$ cat config.mk
export PLATFORM = sky130hd
export DESIGN_NAME = fpa_simple
export DESIGN_NICKNAME = d
export VERILOG_FILES = /design/src/fpa_pkg.sv /design/src/fpa_simple.sv
export SDC_FILE = /design/constraint.sdc
export NUM_CORES = 2
export LEC_CHECK = 0
export CELL_PAD_IN_SITES_DETAIL_PLACEMENT = 0
export CELL_PAD_IN_SITES_GLOBAL_PLACEMENT = 1
export CORE_MARGIN = 5
export CORE_UTILIZATION = 45
export CTS_BUF_LIST = sky130_fd_sc_hd__clkbuf_8
export DETAILED_ROUTE_END_ITERATION = 7
export DONT_BUFFER_PORTS = 1
export GPL_TIMING_DRIVEN = 0
export PLACE_DENSITY_LB_ADDON = 0.08
export SLEW_MARGIN = 20
export SYNTH_ARGS = -nofsm -noshare
export SYNTH_HDL_FRONTEND = slang
export SYNTH_SLANG_ARGS = --single-unit
$ cat constraint.sdc
create_clock -name clk -period 4.75 [get_ports clk]
set_clock_uncertainty 0.2 [all_clocks]
set_input_delay 0.7125 -clock clk [delete_from_list [all_inputs] [get_ports clk]]
set_output_delay 0.7125 -clock clk [all_outputs]
set_load 0.03 [all_outputs]
$ cat src/fpa_pkg.sv
// shared types, opcodes and defaults for the fixed-point alu
package fpa_pkg;

	// default number of fraction bits (q24.8)
	localparam int FRAC_BITS_DEF = 8;

	typedef enum logic [3:0] {
		OP_ADD      = 4'd0,
		OP_SUB      = 4'd1,
		OP_MUL      = 4'd2,
		OP_DIV      = 4'd3,
		OP_INC      = 4'd4,
		OP_DEC      = 4'd5,
		OP_GT       = 4'd6,
		OP_LT       = 4'd7,
		OP_GE       = 4'd8,
		OP_LE       = 4'd9,
		OP_EQ       = 4'd10,
		OP_NE       = 4'd11,
		OP_MIN      = 4'd12,
		OP_MAX      = 4'd13,
		OP_TO_INT   = 4'd14,
		OP_FROM_INT = 4'd15
	} op_t;

	typedef struct packed {
		logic [3:0]         opcode;
		logic signed [31:0] operand_a;
		logic signed [31:0] operand_b;
	} cmd_t;

	typedef struct packed {
		logic signed [31:0] result_value;
		logic               compare_true;
		logic               overflow;
		logic               divide_by_zero;
	} rsp_t;

	// everything but the quotient, carried alongside the divider
	typedef struct packed {
		logic signed [31:0] res;
		logic               cmp;
		logic               ovf;
		logic               is_div;
		logic               neg;
		logic               dz;
	} side_t;

	localparam logic signed [31:0] SAT_MAX = 32'sh7fff_ffff;
	localparam logic signed [31:0] SAT_MIN = 32'sh8000_0000;

endpackage

$ cat src/fpa_simple.sv
// two-stage unit for add, sub, inc, dec, mul, compares, min, max and conversions
module fpa_simple import fpa_pkg::*; #(
	parameter int FRAC_BITS = FRAC_BITS_DEF
) (
	input  logic        clk,
	input  logic        arst_n,
	input  logic        vld_in,
	input  cmd_t        cmd,
	input  logic [31:0] mag_a,
	input  logic [31:0] mag_b,
	output logic        vld_s2,
	output side_t       side_s2
);

	localparam int WW = 34 + FRAC_BITS;
	localparam logic signed [WW-1:0] MAXW = WW'(SAT_MAX);
	localparam logic signed [WW-1:0] MINW = WW'(SAT_MIN);
	localparam logic signed [WW-1:0] BIAS = WW'((64'd1 << FRAC_BITS) - 64'd1);

	op_t                op;
	logic signed [31:0] a;
	logic signed [31:0] b;
	logic signed [WW-1:0] aw;
	logic signed [WW-1:0] bw;
	logic signed [WW-1:0] v;
	logic               use_v;
	side_t              side_c;

	logic               vld_s1;
	side_t              side_s1;
	logic               mul_s1;
	logic [63:0]        prod_s1;

	logic [63:0]        m;
	side_t              side_m;

	assign op = op_t'(cmd.opcode);
	assign a  = cmd.operand_a;
	assign b  = cmd.operand_b;
	assign aw = WW'(a);
	assign bw = WW'(b);

	// first stage: wide exact result and compares
	always_comb begin
		v      = '0;
		use_v  = 1'b0;
		side_c = '0;
		side_c.is_div = (op == OP_DIV);
		side_c.neg    = a[31] ^ b[31];
		side_c.dz     = (b == 32'sd0);
		unique case (op)
			OP_ADD: begin
				v = aw + bw;
				use_v = 1'b1;
			end
			OP_SUB: begin
				v = aw - bw;
				use_v = 1'b1;
			end
			OP_INC: begin
				v = aw + WW'(1);
				use_v = 1'b1;
			end
			OP_DEC: begin
				v = aw - WW'(1);
				use_v = 1'b1;
			end
			OP_FROM_INT: begin
				v = aw <<< FRAC_BITS;
				use_v = 1'b1;
			end
			OP_TO_INT: begin
				v = (aw + (a[31] ? BIAS : WW'(0))) >>> FRAC_BITS;
				use_v = 1'b1;
			end
			OP_GT:  side_c.cmp = (a > b);
			OP_LT:  side_c.cmp = (a < b);
			OP_GE:  side_c.cmp = (a >= b);
			OP_LE:  side_c.cmp = (a <= b);
			OP_EQ:  side_c.cmp = (a == b);
			OP_NE:  side_c.cmp = (a != b);
			OP_MIN: side_c.res = (a < b) ? a : b;
			OP_MAX: side_c.res = (a > b) ? a : b;
			OP_MUL, OP_DIV: ;
			default: ;
		endcase
		// saturate the wide result
		if (use_v) begin
			if (v > MAXW) begin
				side_c.res = SAT_MAX;
				side_c.ovf = 1'b1;
			end else if (v < MINW) begin
				side_c.res = SAT_MIN;
				side_c.ovf = 1'b1;
			end else begin
				side_c.res = v[31:0];
			end
		end
	end

	always_ff @(posedge clk or negedge arst_n) begin
		if (!arst_n) begin
			vld_s1 <= 1'b0;
			vld_s2 <= 1'b0;
		end else begin
			vld_s1 <= vld_in;
			vld_s2 <= vld_s1;
		end
	end

	always_ff @(posedge clk) begin
		side_s1 <= side_c;
		mul_s1  <= (op == OP_MUL);
		prod_s1 <= mag_a * mag_b;
	end

	// second stage: drop fraction bits of the product with rounding
	if (FRAC_BITS > 0) begin : g_rnd
		assign m = (prod_s1 >> FRAC_BITS) + 64'(prod_s1[FRAC_BITS-1]);
	end else begin : g_nornd
		assign m = prod_s1;
	end

	// sign and saturation of the rounded product
	always_comb begin
		side_m = side_s1;
		if (mul_s1) begin
			side_m.ovf = 1'b0;
			if (side_s1.neg) begin
				if (m > 64'h8000_0000) begin
					side_m.res = SAT_MIN;
					side_m.ovf = 1'b1;
				end else begin
					side_m.res = ~m[31:0] + 32'd1;
				end
			end else begin
				if (m > 64'h7fff_ffff) begin
					side_m.res = SAT_MAX;
					side_m.ovf = 1'b1;
				end else begin
					side_m.res = m[31:0];
				end
			end
		end
	end

	always_ff @(posedge clk) begin
		side_s2 <= side_m;
	end

endmodule

# Word-level counts from Yosys, hierarchy flattened
# Cells that the tools add are included.
[totals]
input_bits = 135
register_bits = 141
word_cells = 74
out_inout_bits = 38
[classes]
order_cmp = 8
reduce_logical = 3
n_eq_ne = 17
n_mux = 20
bitwise = 2
add_sub_neg = 7
multipliers = 1
[op_table]
columns = ["cell", "count"]
rows = [
  ["32-bit 2-to-1 mux", 9],
  ["42-bit one-hot mux with 6 select lines", 1],
  ["32-bit by 32-bit multiplier with 64-bit output", 1],
  ["32-bit one-hot mux with 2 select lines", 1],
  ["56-bit by 1-bit adder with 57-bit output", 1],
  ["57-bit by 31-bit > comparator with 1-bit output, second input constant", 1],
  ["57-bit by 32-bit > comparator with 1-bit output, second input constant", 1],
  ["42-bit by 32-bit > comparator with 1-bit output, second input constant", 1],
  ["42-bit by 32-bit less-than comparator with 1-bit output, second input constant", 1],
  ["32-bit by 2-bit adder with 33-bit output, second input constant", 1],
  ["32-bit by 32-bit adder with 33-bit output", 1],
  ["32-bit by 9-bit adder with 33-bit output", 1],
  ["32-bit by 2-bit subtractor with 33-bit output, second input constant", 1],
  ["32-bit by 32-bit subtractor with 33-bit output", 1],
  ["32-bit by 1-bit adder with 32-bit output, second input constant", 1],
  ["32-bit equality test", 1],
  ["4-bit equality test, second input constant", 8],
  ["32-bit >= comparator", 1],
  ["32-bit > comparator", 1],
  ["32-bit <= comparator", 1],
  ["32-bit zero test", 1],
  ["32-bit less-than comparator", 1],
  ["32-bit != test", 1],
  ["32-bit inverter", 1],
  ["other kinds (9)", 19],
]

# Longest topological paths before layout
[depth]
ltp_word = 7
mapped_depth = 30
ltp_nobuf = 29

# Least setup slack after synthesis
# OpenSTA, ideal clock, no wires.
[synth_path]
kind = "input to register"
start = "input port mag_b[7]"
end = "register prod_s1[57]"
setup_ns = 0.072
slack_ns = -3.410
path_buffers = 1
required_time_ns = 4.478
arrival_time_ns = 7.889
stages = 28
cell_sequence = "clkbuf_1 -> and2_1 -> fa_1 -> fa_1 -> fa_1 -> inv_1 -> fa_1 -> inv_1 -> fa_1 -> inv_1 -> fa_1 -> inv_1 -> fa_1 -> inv_1 -> fa_1 -> inv_1 -> ha_1 -> o21ai_0 -> o21ai_0 -> a21oi_1 -> a311oi_1 -> a31oi_1 -> or4_1 -> o211a_1 -> a41oi_1 -> a211oi_1 -> o21ai_0 -> xor2_1"
[synth_between]
elab_chain_cells = 1
[synth_lines]
columns = ["element", "line_no", "rtl"]
rows = [
  ["start, declared", "fpa_simple.sv:10", "input logic [31:0] mag_b,"],
  ["32-bit by 32-bit multiplier with 64-bit output", "fpa_simple.sv:114", "prod_s1 <= mag_a * mag_b;"],
  ["end signal, assigned", "fpa_simple.sv:114", ""],
  ["end, declared", "fpa_simple.sv:32", "logic [63:0] prod_s1;"],
]
# Every way passes these cells.
# A chain may end at the register's enable or synchronous reset.

# Final worst setup path
[layout_path]
start = "input port mag_b[4]"
end = "register prod_s1[53]"
# The elaborated chain is that of the path after synthesis.

==> flow_summary.ini <==
[sta]
worst_slack_ps = -2874
hold_viol_final = 0
finalMaxSlewViolations = 0
fin_crit_ps = 7624
setup_violations = 55
worst_pin_slew_ps = 1174
rsz0062_at_grt = yes
slew_headroom_pct = 21.13
fmax_mhz = 131.2
period_share_pct = 160.5
whs_ps = 74.74

[logic_synthesis]
synthArstFlopShare_pct = 1.493
synth_cell_types = 90
synth.top_cell.area_share_pct = 38.94
synthTopCellsByArea = fa_1 39%, ha_1 9.1%, and2_1 8.4%
yosys_warnings = 0
yosysSeqAreaShare_pct = 5.840
syn_inst = 5425
synth_enable_flop_cells = 0
synth_nets = 6794
synth_top_cell_by_area = fa_1
synth_area_um2 = 46110
postSynthRegisterBits = 134
syn_area_per_cell_um2 = 8.499
yosys_most_used_dff = dfxtp_1

[final_layout]
final_layout_size_suffix_gt1_share_pct = 13.03
n_fill_cell = 9976
stdcell_count = 6885
fin_nets = 6868
synthToLayoutAreaGrowth_pct = 12.95

[run]
max_cap_violations = 0

[clock_tree]
clock_sinks = 134
root_buffer = clkbuf_8
cts_tree = built
cts_buffers = 17
htree_levels = 4
clock_path_buffers = 2
cts.reportedPaths.clkPinSlew_ps = 80
insertion_delay_ps = 470

[place]
dp_slack_ps = -4501
gp_congestion = 0.9940
numPortBuffers = 0
placedCellCount = 6793
dpl.hpwl_um = 164200

[floorplan]
io_pins = 173
initial_core_util_pct = 45.32
fp.dieH_um = 330.1
fp.coreArea_um2 = 101700
dieArea_um2 = 109000
dieWidth_um = 330.1
num_rows = 117

[worst_setup_path]
r2r_setup_slack_ps = 160
crit_fanout = 10
arrival_ps = 7780
endpoint_kind = flip-flop
r2r_start = prod_s1[7]
cp-start-kind = input pin
reg2reg_to = side_s2[8]
worstPathRequired_ps = 4910
critical_path_class = in -> reg
r2r_cells = 16

[drt]
wl_per_cell_um = 28.57
drt_pass1_iterations = 5
post-route-drc-count = 0
viasPerCell = 5.830
drt-total-wl_um = 196700
drtIter0Drc = 3918
vias = 40139
postRouteAntennaNets = 0

[worst_hold_path]
holdPathEnd = vld_s1
worstHoldPathCells = 0
hold_path_class = in -> reg
hp-start = vld_in

[outcome]
status = finished, violations left
violations = setup timing

[global_route]
grt_remaining_overflow = 0
grt_pass1_vias = 40530
antenna_found_initial = 10
grt_max_degree = 17
grt_pass1_wl_um = 282300
grt.total_usage_pct = 35.63
==> cell usage in the layout (no fill, tap or decap), types with 31 or more instances in the layout <==
master and instances:
fa_2 51, nand2_1 566, and3_1 36, mux2i_1 42, mux2_2 31, buf_4 73, clkbuf_8 61, dfxtp_1 132
xor2_1 58, nor2_1 168, nor3_1 63, nand4_1 46, inv_1 956, fa_1 846, o21ai_0 117, nand3_1 66
xnor2_1 84, and2_1 566, clkbuf_1 111, ha_4 43, clkbuf_4 51, a21oi_1 191, ha_1 291, and2_4 55
a21o_1 41
==> worst max-delay path: stages <==
cell and delay, ps:
clkbuf_8 160, and2_4 180, fa_1 540, inv_1 50, fa_1 530, fa_2 490
fa_1 490, inv_1 50, fa_1 490, fa_1 430, fa_1 510, inv_1 50
fa_1 550, inv_2 60, ha_4 310, nor2_1 70, nor3_2 190, a21oi_2 90
a311oi_4 220, buf_6 160, a31oi_4 140, or4_4 540, o211a_4 180, a41oi_4 180
a21o_1 190, a21oi_2 70, xnor2_1 120
==> synth_stat cells, types with 20 or more instances <==
| library cell | count |
|---|---|
| o21bai_1 | 28 |
| clkbuf_1 | 301 |
| fa_1 | 897 |
| a221oi_1 | 21 |
| nor2b_1 | 24 |
| a21oi_1 | 215 |
| o22ai_1 | 25 |
| ha_1 | 337 |
| a21o_1 | 41 |
| a211oi_1 | 44 |
| mux2_2 | 31 |
| xnor2_1 | 97 |
| or3_1 | 26 |
| o21ai_0 | 133 |
| nor2_1 | 179 |
| a221o_1 | 20 |
| and2_1 | 622 |
| mux2i_1 | 42 |
| nor4_1 | 32 |
| nand2_1 | 576 |
| a31oi_1 | 27 |
| inv_1 | 986 |
| nor3_1 | 71 |
| nand4_1 | 46 |
| and3_1 | 38 |
| nand3_1 | 67 |
| o221ai_1 | 20 |
| dfxtp_1 | 132 |
| xor2_1 | 67 |
==> cell type report <==
cell class | count | area, µm² | share of cell area (%)
Inverter | 987 | 3705 | 7.114
Tap cell | 1368 | 1712 | 3.287
Buffer | 323 | 2544 | 4.884
Multi-Input combinational cell | 3976 | 40490 | 77.75
Timing Repair Buffer | 60 | 533.0 | 1.023
Sequential cell | 134 | 2693 | 5.170
Clock buffer | 17 | 234.0 | 0.4493
Antenna cell | 5 | 12.51 | 0.02402
Clock inverter | 15 | 155.1 | 0.2979
==> through the flow <==
step / util [%] / cell area, µm² / TNS [ps]
5_1_grt: 51.18 / 52070 / -132690
4_1_cts: 50.22 / 51090 / -124520
3_5_place_dp: 48.10 / 48940 / -242270
2_1_floorplan: - / 47230 / -117050
3_3_place_gp: 48.10 / 48940 / -241680
6_report: 51.19 / 52080 / -125560
==> timing repair <==
action                                  in CTS  in global routing
hold buffers                                 1                  0
endpoints found under the hold margin        2                  0
gates resized for setup                    388                254
pin swaps                                   65                125
endpoints found under the setup margin     119                118
setup buffers                               25                 36
==> per-layer routing <==
layer  part of all wire, %  global-route usage [%]  vias to the layer above  wire (µm)
met5                 0.034                       0                        -         66
met4                   4.9                   13.43                       10       9725
met3                    10                   8.798                      417      19850
met2                    44                   55.17                     2017      86210
met1                    41                   48.60                    20448      80860
li1                      -                       -                    17247          -
==> flip-flops by register name (all words and copies together) (netlist names) <==
| signal | cells |
|---|---|
| mul_s1 | 1 |
| prod_s1 | 57 |
| side_m | 4 |
| side_s1 | 33 |
| side_s2 | 37 |
| vld_s1 | 1 |
| vld_s2 | 1 |
==> how the worst max path moves through the flow <==
stage | cells after the start | to | start
2_1_floorplan | 28 | prod_s1[53] | mag_a[13]
3_5_place_dp | 26 | prod_s1[57] | mag_a[10]
4_1_cts | 29 | prod_s1[53] | mag_a[16]
5_1_grt | 26 | prod_s1[53] | mag_a[16]
3_3_place_gp | 26 | prod_s1[57] | mag_a[10]
6_report | 27 | prod_s1[53] | mag_b[4]
==> cell families after synthesis <==
kind of cell | Yosys count | synth area share, %
AOI/OAI and AO/OA | 729 | 10.47
xor gates and xnor gates | 164 | 3.115
adders and majority gates | 1234 | 48.09
buffers and inverters | 1315 | 10.80
DFF | 134 | 5.840
muxes | 73 | 1.669
and+or+nand+nor | 1776 | 20.02
Power is left out: the tool's default activity adds up to more than one toggle a clock period on the data nets, which glitch-free logic cannot reach.
